<file path="src/hw/rtl/dsfp_pkg.sv">
`default_nettype none

package dsfp_pkg;

  localparam logic [7:0] HDR0      = 8'h5A;
  localparam logic [7:0] HDR1      = 8'hA5;
  localparam logic [7:0] CMD_READ  = 8'h81;
  localparam logic [7:0] ADDR_DATE = 8'h20;
  localparam logic [7:0] LEN_EXTRA = 8'd2;
  localparam logic [4:0] ABANDON_AFTER = 5'd14;

  localparam logic [1:0] MARK_NONE    = 2'd0;
  localparam logic [1:0] MARK_READ    = 2'd1;
  localparam logic [1:0] MARK_PENDING = 2'd2;
  localparam logic [1:0] MARK_DONE    = 2'd3;

  localparam logic KIND_MESSAGE = 1'b0;
  localparam logic KIND_DATE    = 1'b1;

  localparam logic FUNC_BYTE       = 1'b0;
  localparam logic FUNC_CLEAR_DATE = 1'b1;

  typedef struct packed {
    logic       valid;
    logic       event_kind;
    logic [7:0] picture_id;
    logic [7:0] message_code;
    logic [7:0] date_year;
    logic [7:0] date_month;
    logic [7:0] date_day;
  } res_t;

  // high*10 + low, nibbles taken as they are
  function automatic logic [7:0] bcd_to_bin(input logic [7:0] b);
    logic [7:0] hi;
    logic [7:0] lo;
    hi = {4'd0, b[7:4]};
    lo = {4'd0, b[3:0]};
    return (hi << 3) + (hi << 1) + lo;
  endfunction

endpackage

`default_nettype wire

</file>
<file path="src/hw/rtl/dsfp_if.sv">
`default_nettype none

interface dsfp_in_if;
  logic       valid;
  logic       ready;
  logic       func;
  logic [7:0] rx_byte;

  modport source (output valid, func, rx_byte, input ready);
  modport sink   (input valid, func, rx_byte, output ready);
endinterface

interface dsfp_out_if;
  logic       valid;
  logic       ready;
  logic       event_kind;
  logic [7:0] picture_id;
  logic [7:0] message_code;
  logic [7:0] date_year;
  logic [7:0] date_month;
  logic [7:0] date_day;

  modport source (output valid, event_kind, picture_id, message_code,
                  date_year, date_month, date_day, input ready);
  modport sink   (input valid, event_kind, picture_id, message_code,
                  date_year, date_month, date_day, output ready);
endinterface

`default_nettype wire

</file>
<file path="src/hw/rtl/dsfp_parser.sv">
`default_nettype none

module dsfp_parser (
  input  wire logic          clk,
  input  wire logic          rst_n,
  input  wire logic          step,
  input  wire logic          func,
  input  wire logic [7:0]    rx_byte,
  output dsfp_pkg::res_t     res
);
  import dsfp_pkg::*;

  localparam logic [4:0] POS_HDR0  = 5'd0;
  localparam logic [4:0] POS_HDR1  = 5'd1;
  localparam logic [4:0] POS_LEN   = 5'd2;
  localparam logic [4:0] POS_CMD   = 5'd3;
  localparam logic [4:0] POS_ADDR  = 5'd4;
  localparam logic [4:0] POS_FILL  = 5'd5;
  localparam logic [4:0] POS_YEAR  = 5'd6;
  localparam logic [4:0] POS_MONTH = 5'd7;
  localparam logic [4:0] POS_DAY   = 5'd8;

  logic [4:0] pos_r, pos_nxt;
  logic [7:0] len_r, len_nxt;
  logic [1:0] mark_r, mark_nxt;
  logic [7:0] pic_r, pic_nxt;
  logic [7:0] year_r, year_nxt;
  logic [7:0] month_r, month_nxt;
  logic [7:0] day_r, day_nxt;
  logic [4:0] pos_inc;
  logic [7:0] pos_inc_w;
  logic [7:0] pos_w;

  assign pos_inc   = pos_r + 5'd1;
  assign pos_w     = {3'd0, pos_r};
  assign pos_inc_w = pos_w + 8'd1;

  always_comb begin
    pos_nxt   = pos_r;
    len_nxt   = len_r;
    mark_nxt  = mark_r;
    pic_nxt   = pic_r;
    year_nxt  = year_r;
    month_nxt = month_r;
    day_nxt   = day_r;
    res       = '0;

    if (func == FUNC_CLEAR_DATE) begin
      mark_nxt  = MARK_NONE;
      year_nxt  = '0;
      month_nxt = '0;
      day_nxt   = '0;
    end else begin
      unique case (pos_r)
        POS_HDR0: pos_nxt = (rx_byte == HDR0) ? POS_HDR1 : POS_HDR0;
        POS_HDR1: pos_nxt = (rx_byte == HDR1) ? POS_LEN : POS_HDR0;
        POS_LEN: begin
          len_nxt = rx_byte + LEN_EXTRA;
          pos_nxt = POS_CMD;
        end
        POS_CMD: begin
          pos_nxt = POS_ADDR;
          if (rx_byte == CMD_READ) mark_nxt = MARK_READ;
        end
        POS_ADDR: begin
          pos_nxt = POS_FILL;
          if (rx_byte == ADDR_DATE) mark_nxt = MARK_PENDING;
        end
        POS_FILL: pos_nxt = POS_YEAR;
        default: begin
          if (mark_r == MARK_PENDING) begin
            priority if (pos_r == POS_YEAR) begin
              year_nxt = bcd_to_bin(rx_byte);
              pos_nxt  = POS_MONTH;
            end else if (pos_r == POS_MONTH) begin
              month_nxt = bcd_to_bin(rx_byte);
              pos_nxt   = POS_DAY;
            end else if (pos_r == POS_DAY) begin
              day_nxt          = bcd_to_bin(rx_byte);
              mark_nxt         = MARK_DONE;
              pos_nxt          = POS_HDR0;
              res.valid        = 1'b1;
              res.event_kind   = KIND_DATE;
              res.date_year    = year_r;
              res.date_month   = month_r;
              res.date_day     = day_nxt;
            end else begin
              pos_nxt = POS_HDR0;
            end
          end else begin
            priority if (pos_inc_w == len_r) begin
              pic_nxt = rx_byte;
              pos_nxt = pos_inc;
            end else if (pos_w == len_r) begin
              pos_nxt          = POS_HDR0;
              res.valid        = 1'b1;
              res.event_kind   = KIND_MESSAGE;
              res.picture_id   = pic_r;
              res.message_code = rx_byte;
            end else if (pos_r > ABANDON_AFTER) begin
              pos_nxt = POS_HDR0;
            end else begin
              pos_nxt = pos_inc;
            end
          end
        end
      endcase
    end
  end

  always_ff @(posedge clk) begin
    if (!rst_n) begin
      pos_r   <= '0;
      len_r   <= '0;
      mark_r  <= MARK_NONE;
      pic_r   <= '0;
      year_r  <= '0;
      month_r <= '0;
      day_r   <= '0;
    end else if (step) begin
      pos_r   <= pos_nxt;
      len_r   <= len_nxt;
      mark_r  <= mark_nxt;
      pic_r   <= pic_nxt;
      year_r  <= year_nxt;
      month_r <= month_nxt;
      day_r   <= day_nxt;
    end
  end

  // count never runs past two beyond the abandon limit
  a_pos_bound: assert property (@(posedge clk) disable iff (!rst_n)
    pos_r <= ABANDON_AFTER + 5'd2)
    else $error("byte position out of range");

  a_date_done: assert property (@(posedge clk) disable iff (!rst_n)
    step && res.valid && res.event_kind == KIND_DATE |=> mark_r == MARK_DONE)
    else $error("date event without done mark");

  a_msg_pos: assert property (@(posedge clk) disable iff (!rst_n)
    res.valid && res.event_kind == KIND_MESSAGE |-> pos_w == len_r && pos_r > POS_FILL)
    else $error("message event at wrong count");

  a_clear: assert property (@(posedge clk) disable iff (!rst_n)
    step && func == FUNC_CLEAR_DATE |=> mark_r == MARK_NONE && year_r == 8'd0
      && $stable(pos_r))
    else $error("clear date left state behind");

endmodule

`default_nettype wire

</file>
<file path="src/hw/rtl/display_serial_frame_parser_core.sv">
`default_nettype none
// Display serial frame parser.
// in_ch carries one beat per received UART byte (func = 0) or a clear-date
// request (func = 1). out_ch carries completed events: a message event
// (held picture id and message code) or a date event (decoded year, month,
// day). Both channels use valid/ready; a beat moves when both are high.
// An accepted beat sits in the input register and is parsed from there;
// its event, if any, is loaded into the output register when the beat
// steps, and out_ch.valid is driven from that output register.
// Throughput is one beat per cycle while the input register is not held;
// the parse is a single pass of small logic between the input and output registers.
// Most beats produce no event; those advance even while an event waits.
// When an event waits with out_ch.ready low and the pending beat would
// produce an event, the input register holds and in_ch.ready drops.
// Reset (rst_n low, synchronous) empties both registers, returns the frame
// count to the header search and clears the date mark, picture id and date.
module display_serial_frame_parser_core (
  input wire logic  clk,
  input wire logic  rst_n,
  dsfp_in_if.sink   in_ch,
  dsfp_out_if.source out_ch
);
  import dsfp_pkg::*;

  logic       in_valid_r;
  logic       in_func_r;
  logic [7:0] in_byte_r;
  logic       out_valid_r;
  res_t       out_r;
  res_t       res;
  logic       out_free;
  logic       step;

  assign out_free    = !out_valid_r || out_ch.ready;
  assign step        = in_valid_r && (out_free || !res.valid);
  assign in_ch.ready = !in_valid_r || step;

  dsfp_parser u_parser (
    .clk     (clk),
    .rst_n   (rst_n),
    .step    (step),
    .func    (in_func_r),
    .rx_byte (in_byte_r),
    .res     (res)
  );

  always_ff @(posedge clk) begin
    if (!rst_n) begin
      in_valid_r <= 1'b0;
    end else if (in_ch.ready) begin
      in_valid_r <= in_ch.valid;
    end
  end

  always_ff @(posedge clk) begin
    if (in_ch.valid && in_ch.ready) begin
      in_func_r <= in_ch.func;
      in_byte_r <= in_ch.rx_byte;
    end
  end

  always_ff @(posedge clk) begin
    if (!rst_n) begin
      out_valid_r <= 1'b0;
    end else if (step && res.valid) begin
      out_valid_r <= 1'b1;
    end else if (out_ch.ready) begin
      out_valid_r <= 1'b0;
    end
  end

  always_ff @(posedge clk) begin
    if (step && res.valid) begin
      out_r <= res;
    end
  end

  assign out_ch.valid        = out_valid_r;
  assign out_ch.event_kind   = out_r.event_kind;
  assign out_ch.picture_id   = out_r.picture_id;
  assign out_ch.message_code = out_r.message_code;
  assign out_ch.date_year    = out_r.date_year;
  assign out_ch.date_month   = out_r.date_month;
  assign out_ch.date_day     = out_r.date_day;

  a_no_overwrite: assert property (@(posedge clk) disable iff (!rst_n)
    out_valid_r && !out_ch.ready |-> !(step && res.valid))
    else $error("pending event overwritten");

  a_hold_input: assert property (@(posedge clk) disable iff (!rst_n)
    in_valid_r && !step |=> in_valid_r && $stable(in_byte_r) && $stable(in_func_r))
    else $error("stalled beat lost");

  a_event_load: assert property (@(posedge clk) disable iff (!rst_n)
    step && res.valid |=> out_valid_r)
    else $error("event not registered");

endmodule

`default_nettype wire
</file>
<file path="src/flat_wrapper.sv">
// flat-port wrapper written by rule: the top's interface ports become plain ports
module display_serial_frame_parser_core_flat import dsfp_pkg::*;
  (clk, rst_n, in_ch_valid, in_ch_func, in_ch_rx_byte, in_ch_ready, out_ch_valid, out_ch_event_kind, out_ch_picture_id, out_ch_message_code, out_ch_date_year, out_ch_date_month, out_ch_date_day, out_ch_ready);
  dsfp_in_if in_ch_i ();
  dsfp_out_if out_ch_i ();
  input wire logic clk;
  input wire logic rst_n;
  input wire logic [$bits(in_ch_i.valid)-1:0] in_ch_valid;
  input wire logic [$bits(in_ch_i.func)-1:0] in_ch_func;
  input wire logic [$bits(in_ch_i.rx_byte)-1:0] in_ch_rx_byte;
  output wire logic [$bits(in_ch_i.ready)-1:0] in_ch_ready;
  output wire logic [$bits(out_ch_i.valid)-1:0] out_ch_valid;
  output wire logic [$bits(out_ch_i.event_kind)-1:0] out_ch_event_kind;
  output wire logic [$bits(out_ch_i.picture_id)-1:0] out_ch_picture_id;
  output wire logic [$bits(out_ch_i.message_code)-1:0] out_ch_message_code;
  output wire logic [$bits(out_ch_i.date_year)-1:0] out_ch_date_year;
  output wire logic [$bits(out_ch_i.date_month)-1:0] out_ch_date_month;
  output wire logic [$bits(out_ch_i.date_day)-1:0] out_ch_date_day;
  input wire logic [$bits(out_ch_i.ready)-1:0] out_ch_ready;
  assign in_ch_i.valid = in_ch_valid;
  assign in_ch_i.func = in_ch_func;
  assign in_ch_i.rx_byte = in_ch_rx_byte;
  assign in_ch_ready = in_ch_i.ready;
  assign out_ch_valid = out_ch_i.valid;
  assign out_ch_event_kind = out_ch_i.event_kind;
  assign out_ch_picture_id = out_ch_i.picture_id;
  assign out_ch_message_code = out_ch_i.message_code;
  assign out_ch_date_year = out_ch_i.date_year;
  assign out_ch_date_month = out_ch_i.date_month;
  assign out_ch_date_day = out_ch_i.date_day;
  assign out_ch_i.ready = out_ch_ready;
  display_serial_frame_parser_core u_core (.clk(clk), .rst_n(rst_n), .in_ch(in_ch_i), .out_ch(out_ch_i));
endmodule
</file>
<file path="config.mk">
export PLATFORM = sky130hd
export DESIGN_NAME = display_serial_frame_parser_core_flat
export DESIGN_NICKNAME = d
export VERILOG_FILES = /design/src/hw/rtl/dsfp_pkg.sv /design/src/hw/rtl/dsfp_if.sv /design/src/hw/rtl/dsfp_parser.sv /design/src/hw/rtl/display_serial_frame_parser_core.sv /design/src/flat_wrapper.sv
export SDC_FILE = /design/constraint.sdc
export NUM_CORES = 1
export LEC_CHECK = 0
export BUFFER_PORTS_ARGS = -buffer_cell sky130_fd_sc_hd__buf_2
export CORE_MARGIN = 2
export CORE_UTILIZATION = 55
export DETAILED_ROUTE_END_ITERATION = 12
export PLACE_DENSITY = 0.77
export SLEW_MARGIN = 20
export SYNTH_ARGS = -nofsm -noshare
export SYNTH_HDL_FRONTEND = slang
export SYNTH_SLANG_ARGS = --single-unit
</file>
<file path="constraint.sdc">
create_clock -name clk -period 4.2 [get_ports clk]
set_input_delay 0.42 -clock clk [delete_from_list [all_inputs] [get_ports clk]]
set_output_delay 0.42 -clock clk [all_outputs]
set_load 0.02 [all_outputs]
</file>
==> impl_metrics.tcl, run 1 <==
set metrics [dict create \
    tns_ps 0 \
    core_area_sq_mm 0.00761 \
    maxCapViolCount 0 \
    synth-seq-area-share_pct 54.4 \
    syn2layout_area_growth_pct 11.6 \
    vias_per_cell 5.53 \
    hold_path.class "input pin to flip-flop" \
    ant_nets 0 \
    grt_max_degree 29 \
    grt_pass1_vias 2708 \
    clockBufferDepth 2 \
    p_leak_nw 1.81 \
    initial_core_util_pct 56.2 \
    cts_tree "built" \
    io_buffers 55 \
    cp.arrival_ps 3090 \
    peakVddDrop_uv 232 \
    rsz0062_at_grt "no" \
    cts.sinks 91 \
    period_share_pct 72.3 \
    synth.distinct_cells 63 \
    synth_flop_cell "edfxtp_1" \
    clock.fmax_mhz 329 \
    fin_area_sq_mm 0.00477 \
    drt_iter0_drc 145 \
    antenna_found_initial 0 \
    htree_levels 3 \
    cts_resized 0 \
    hp-start "in_ch_rx_byte[5]" \
    overflow 0 \
    vias 2946 \
    ys_ff_latch 91 \
    ys_warn_count 0 \
    die_h_um 92.1 \
    synth_edf_count 50 \
    dp_hpwl_mm 5.99 \
    min_period_ps 3040 \
    max-slew-margin-rel_pct 35.8 \
    wl_mm 8.25 \
    root_buffer "clkbuf_8" \
    die_area_sq_mm 0.00849 \
    cp-end-kind "flip-flop" \
    avgSynthCellArea_sq_um 11.3 \
    clk_latency_ps 360 \
    drtPass1Iterations 4 \
    netlist_area_sq_mm 0.00427 \
    wl_per_cell_um 15.5 \
    synthCells 378 \
    r2r_slack_ps 1160 \
    synth_nets 406 \
    io_pins 56 \
    maxSlewViolCount 0 \
    placed_cell_area_sq_mm 0.00459 \
    fp.dieW_um 92.1 \
    track_usage_pct 20.9 \
    r2r-start "u_core.u_parser.pos_r[0]$_SDFFE_PN0P_" \
    cts_buffers 9 \
    worstSetupPathType "flip-flop to flip-flop" \
    crit_start "u_core.u_parser.pos_r[0]$_SDFFE_PN0P_" \
    worstPathMaxFanout 28 \
    antennaDiodeCount 0 \
    crit_required_ps 4260 \
    power.density_mw_per_mm2 351 \
    final_hold_viol_count 0 \
    cp-start-kind "flip-flop" \
    fill_cells 622 \
    postCtsSetupRepairBufs 0 \
    final_nets 454 \
    finClkSkew_ps 13.4 \
    worst_slew_pin_slew_ps 954 \
    clk_pin_slew_ps 100 \
    place.gp.congestion 0.921 \
    drc 0 \
    std_cell_rows 32 \
    grt_pass1_wl_mm 13.7 \
    cts_hold_buf 0 \
    setup-violations-final 0 \
    drive_gt1_share_pct 20.9 \
    async_reset_ff_share_pct 0 \
    status "finished clean" \
]
-- Yosys cell counts, types with 4 or more instances --
cell type | instances | share of area, %
a211oi_1 | 7 | 1.2
a21oi_1 | 8 | 0.94
a22o_1 | 12 | 2.5
a31oi_1 | 4 | 0.59
and2_1 | 41 | 6.0
buf_2 | 6 | 0.70
clkbuf_1 | 9 | 0.79
dfxtp_1 | 41 | 19
edfxtp_1 | 50 | 35
ha_1 | 13 | 3.8
inv_1 | 10 | 0.88
mux2i_1 | 11 | 2.6
nand2_1 | 11 | 0.97
nand2b_1 | 5 | 0.73
nand3_1 | 17 | 2.0
nor2_1 | 33 | 2.9
nor3_1 | 6 | 0.70
nor4_1 | 5 | 0.73
o21ai_0 | 8 | 0.94
xnor2_1 | 9 | 1.8
xor2_1 | 7 | 1.4
-- area by class of cell --
cell class	instances	area [sq um]	area share (%)
inverters	12	45.0	0.945
flip-flops and latches	91	2320	48.7
well taps	102	128	2.68
clock buffers	9	124	2.60
multi-input cells	254	1800	37.8
repair buffers	58	298	6.25
clock inverters	7	48.8	1.02
-- metal layers --
metal  share of wire (%)  global-route usage (%)
met2                  47                    34.1
met1                  45                    27.3
met4                 1.8                    7.71
met3                 5.6                    4.60
met5                   0                       0
-- stage by stage --
| stage | utilization, % | setup slack, ps | hold WS [ps] | power, W | std cells |
|---|---|---|---|---|---|
| after global placement | 60.4 | 1280 | 444 | 0.00115 | 517 |
| after floorplan | - | 447 | 432 | 0.00111 | 378 |
| after CTS | 62.7 | 1150 | 217 | 0.00168 | 533 |
| final | 62.7 | 1160 | 225 | 0.00168 | 533 |
| after global routing | 62.7 | 854 | 200 | 0.00175 | 533 |
| after detailed placement | 60.4 | 1170 | 448 | 0.00116 | 517 |
-- worst max-delay path, stage by stage, from the launching register on --
cell	delay (ps)
dfxtp_1	480
inv_1	120
ha_1	280
or2_1	260
o21a_1	300
nor2_1	240
nand2_1	140
nor2_4	550
buf_4	340
-- worst paths after layout --
check	to	cells after the start
min reg2reg	u_core.u_parser.month_r[7]$_SDFFE_PN0P_	2
max reg2reg	u_core.out_ch.message_code[2]$_SDFFCE_PP0P_	8
min	u_core.in_byte_r[5]$_DFFE_PP_	1
max	u_core.out_ch.message_code[2]$_SDFFCE_PP0P_	8
-- report_power, final --
part | switching [W] | leakage, nW | internal, W
sequential | 0.0000290 | 0.823 | 0.000947
combinational | 0.0000972 | 0.887 | 0.0000623
clock | 0.000319 | 0.0965 | 0.000220
-- cells by family after synthesis --
kind of cell,synth area share (%)
mux,2.58
simple gates,19.0
fa+ha+maj,4.75
xor+xnor,3.28
compound gates,12.2
buf+inv,3.78
flops,54.4
-- layout by cell type (no fill, tap or decap), types with 4 or more instances in the layout --
| cell | count |
|---|---|
| buf_2 | 55 |
| edfxtp_1 | 50 |
| and2_1 | 41 |
| dfxtp_1 | 41 |
| nor2_1 | 32 |
| nand3_1 | 17 |
| ha_1 | 13 |
| a22o_1 | 12 |
| nand2_1 | 11 |
| mux2i_1 | 11 |
| inv_1 | 10 |
| xnor2_1 | 9 |
| clkbuf_8 | 9 |
| o21ai_0 | 8 |
| a21oi_1 | 8 |
| xor2_1 | 7 |
| a211oi_1 | 7 |
| nor3_1 | 6 |
| nand2b_1 | 5 |
| nor4_1 | 5 |
| a31oi_1 | 4 |
-- sequential cells by signal (all words and copies together), names as in the netlist --
signal,count
u_core.in_byte_r,8
u_core.out_ch.date_day,8
u_core.out_ch.date_month,8
u_core.out_ch.date_year,8
u_core.out_ch.message_code,8
u_core.out_ch.picture_id,8
u_core.u_parser.len_r,8
u_core.u_parser.month_r,8
u_core.u_parser.pic_r,8
u_core.u_parser.year_r,8
u_core.u_parser.pos_r,5
u_core.u_parser.mark_r,2
u_core.in_func_r,1
u_core.in_valid_r,1
u_core.out_ch.event_kind,1
u_core.out_ch.valid,1
Power figures use the tool's default switching activity.
==> run 2, diff against run 1 <==
- ABC_AREA: unset -> 1
- PLACE_DENSITY: 0.77 -> 0.76
- clock period: 4.2 -> 3 ns (I/O delays scaled with it)
==> run 2 against run 1 <==
Sequential share of layout area is 4.3 points lower. Routed wire length is 17% higher. First-iteration DRC count is 50% higher. Combinational power is 140% higher. Sequential power is 42% higher. Critical path depth is 3 higher. Critical path type is now flip-flop to primary output. Utilization is 1.3 points higher. Design area is 9.7% higher. Die area is 7.7% higher. Register-to-register slack worse by 650 ps. Non-clock buffer count is 2 higher.
==> impl_metrics.tcl, run 2 <==
set metrics [dict create \
    status "finished clean" \
    cp_slowest_cell "dfxtp_1" \
    ys_top_cells_by_count "nand2_1 (147), nor2_1 (136), inv_1 (87)" \
    setup-violations-final 0 \
    crit_required_ps 2700 \
    grt_max_degree 36 \
    cp-start-kind "flip-flop" \
    rsz0062_at_grt "no" \
    synth-seq-area-share_pct 50.3 \
    synth_flop_cell "edfxtp_1" \
    syn2layout_area_growth_pct 13.3 \
    place.gp.congestion 0.911 \
    vias_per_cell 4.96 \
    std_cell_rows 33 \
    synth_compound_area_share_pct 2.93 \
    dp.cells 732 \
    die_h_um 95.6 \
    final_common_cell "nand2_1" \
    sw_frac_of_total_pct 26.3 \
    ff2ff_path_depth 9 \
    initial_core_util_pct 56.4 \
    finClkSkew_ps 9.90 \
    final_nets 666 \
    combPwrFrac_pct 13.8 \
    cts_tree "built" \
    crit_family "simple AND/OR/NAND/NOR gates" \
    wl_per_cell_um 12.9 \
    min_period_ps 2620 \
    cts_hold_buf 0 \
    vias 3709 \
    fin_ws_ps 380 \
    synthCells 583 \
    final_hold_viol_count 0 \
    synth_nets 611 \
    clk_latency_ps 360 \
    path_cells "inv_1 > ha_1 > inv_1 > nor2_4 > nand2_2 > nand2_1 > nor2_1 > nand2_4 > o21bai_4 > nand3_1 > buf_2" \
    drive_gt1_share_pct 15.2 \
    clockBufferDepth 2 \
    maxSlewViolCount 0 \
    synth_xor_area_share_pct 1.71 \
    max-slew-margin-rel_pct 52.0 \
    fin_cells 748 \
    drtPass1Iterations 5 \
    drc 0 \
    avgSynthCellArea_sq_um 7.91 \
    dp_hpwl_mm 7.01 \
    period_share_pct 87.3 \
    root_buffer "clkbuf_8" \
    maxCapViolCount 0 \
    holdPathStages 1 \
    synth_most_common_cell "nand2_1" \
    grt_pass1_vias 3528 \
    worst-path-buf-inv 3 \
    clk_pin_slew_ps 90 \
    synth-simple-area-share_pct 31.3 \
    grt_pass1_wl_mm 16.1 \
    hold_path.class "input pin to flip-flop" \
    netlist_area_sq_mm 0.00461 \
    final_cell_mix "nand2_1 (147), nor2_1 (136), inv_1 (87)" \
    synth-adder-area-share_pct 4.39 \
    cts_resized 0 \
    cp-end-kind "primary output" \
    peakVddDrop_uv 276 \
    yosysTopAreaCellShare_pct 32.5 \
    synth_area_leaders "edfxtp_1 (33%), dfxtp_1 (18%), nand2_1 (12%)" \
    ys_warn_count 0 \
    cts.sinks 91 \
    overflow 0 \
    async_reset_ff_share_pct 0 \
    htree_levels 3 \
    sequentialPowerShare_pct 49.5 \
    ant_nets 0 \
    die_area_sq_mm 0.00914 \
    io_buffers 55 \
    postCtsSetupRepairBufs 0 \
    synth_top_family_by_area "simple AND/OR/NAND/NOR gates" \
    worst_slew_pin_slew_ps 720 \
    dp_slack_ps 522 \
    fp.dieW_um 95.6 \
    synth_top_cell_by_area "edfxtp_1" \
    crit_top_cell "inv_1" \
    io_pins 56 \
    antennaDiodeCount 0 \
    muxShareOfSynthArea_pct 0 \
    p_leak_nw 2.36 \
    worstPathMaxFanout 6 \
    ys_ff_latch 91 \
    cp.arrival_ps 2320 \
    p_int_w 0.00206 \
    cpPeakStageDelay_ps 440 \
    synth.distinct_cells 36 \
    cts_buffers 9 \
    wl_mm 9.65 \
    core_area_sq_mm 0.00818 \
    synth_edf_count 50 \
    final_util_pct 64.0 \
    clock.fmax_mhz 382 \
    antenna_found_initial 0 \
    power.density_mw_per_mm2 536 \
    worst_hold_slack_ps 113 \
    worstSetupPathType "flip-flop to primary output" \
    track_usage_pct 22.9 \
    cp.depth 11 \
    tns_ps 0 \
    drt_iter0_drc 218 \
    p_sw_w 0.000737 \
    p_clk_share_pct 36.7 \
]
[run 2: cell count changes after synthesis, sizes merged, moves of 6 or more]
cell    change
nand2     +142
nor2      +108
inv        +80
and2       -41
nand3      +13
a22o       -12
mux2i      -11
o21ai       -8
a211oi      -7
xnor2       -6
[run 2: worst reg2reg max path: cells and delay by family (launching register included)]
family / cells / cell delay, ps
buffers and inverters: 2 / 150
and+or+nand+nor: 3 / 220
adders and majority gates: 2 / 1070
DFF: 1 / 550
AOI/OAI and AO/OA: 1 / 250
xor gates and xnor gates: 1 / 210
[run 2: per-stage QoR]
stage	power [W]	instance area, sq um
5_1_grt	0.00292	5230
2_1_floorplan	0.00170	4610
6_report	0.00280	5230
4_1_cts	0.00281	5230
3_3_place_gp	0.00179	4970
3_5_place_dp	0.00180	4970
[run 2: per-layer routing]
layer	GRT usage [%]	part of all wire, %
met5	0	0
met4	7.74	1.9
met3	5.77	5.3
met2	39.2	50
met1	28.2	43
[run 2: worst paths after layout]
path                                                             start                                 endpoint  slack, ps
worst max-delay path             u_core.u_parser.pos_r[0]$_SDFFE_PN0P_                              in_ch_ready        380
worst min-delay path                                  in_ch_rx_byte[0]            u_core.in_byte_r[0]$_DFFE_PP_        110
worst max register to register           u_core.in_byte_r[3]$_DFFE_PP_  u_core.u_parser.month_r[6]$_SDFFE_PN0P_        510
worst min register to register  u_core.u_parser.mark_r[1]$_SDFFE_PN0P_   u_core.u_parser.mark_r[1]$_SDFFE_PN0P_        470
[run 2: final cells by class]
class | count | area (sq um)
Timing Repair Buffer | 60 | 313
Fill cell | 727 | 2950
Clock inverter | 6 | 119
Sequential cell | 91 | 2320
Multi-Input combinational cell | 385 | 1860
Inverter | 91 | 344
Tap cell | 105 | 131
Clock buffer | 10 | 138
[run 2: power groups by stage]
stage                     sequential (W)  clock [W]  combinational (W)
final                            0.00139    0.00103           0.000386
after global routing             0.00139    0.00109           0.000437
after CTS                        0.00139    0.00104           0.000385
after detailed placement         0.00142          0           0.000382
after global placement           0.00141          0           0.000374
after floorplan                  0.00142          0           0.000276
[run 2: kinds of logic after synthesis]
family                     Yosys count
DFF                                 91
xor gates and xnor gates             9
and+or+nand+nor                    341
AOI/OAI and AO/OA                   20
adders and majority gates           15
buffers and inverters              107
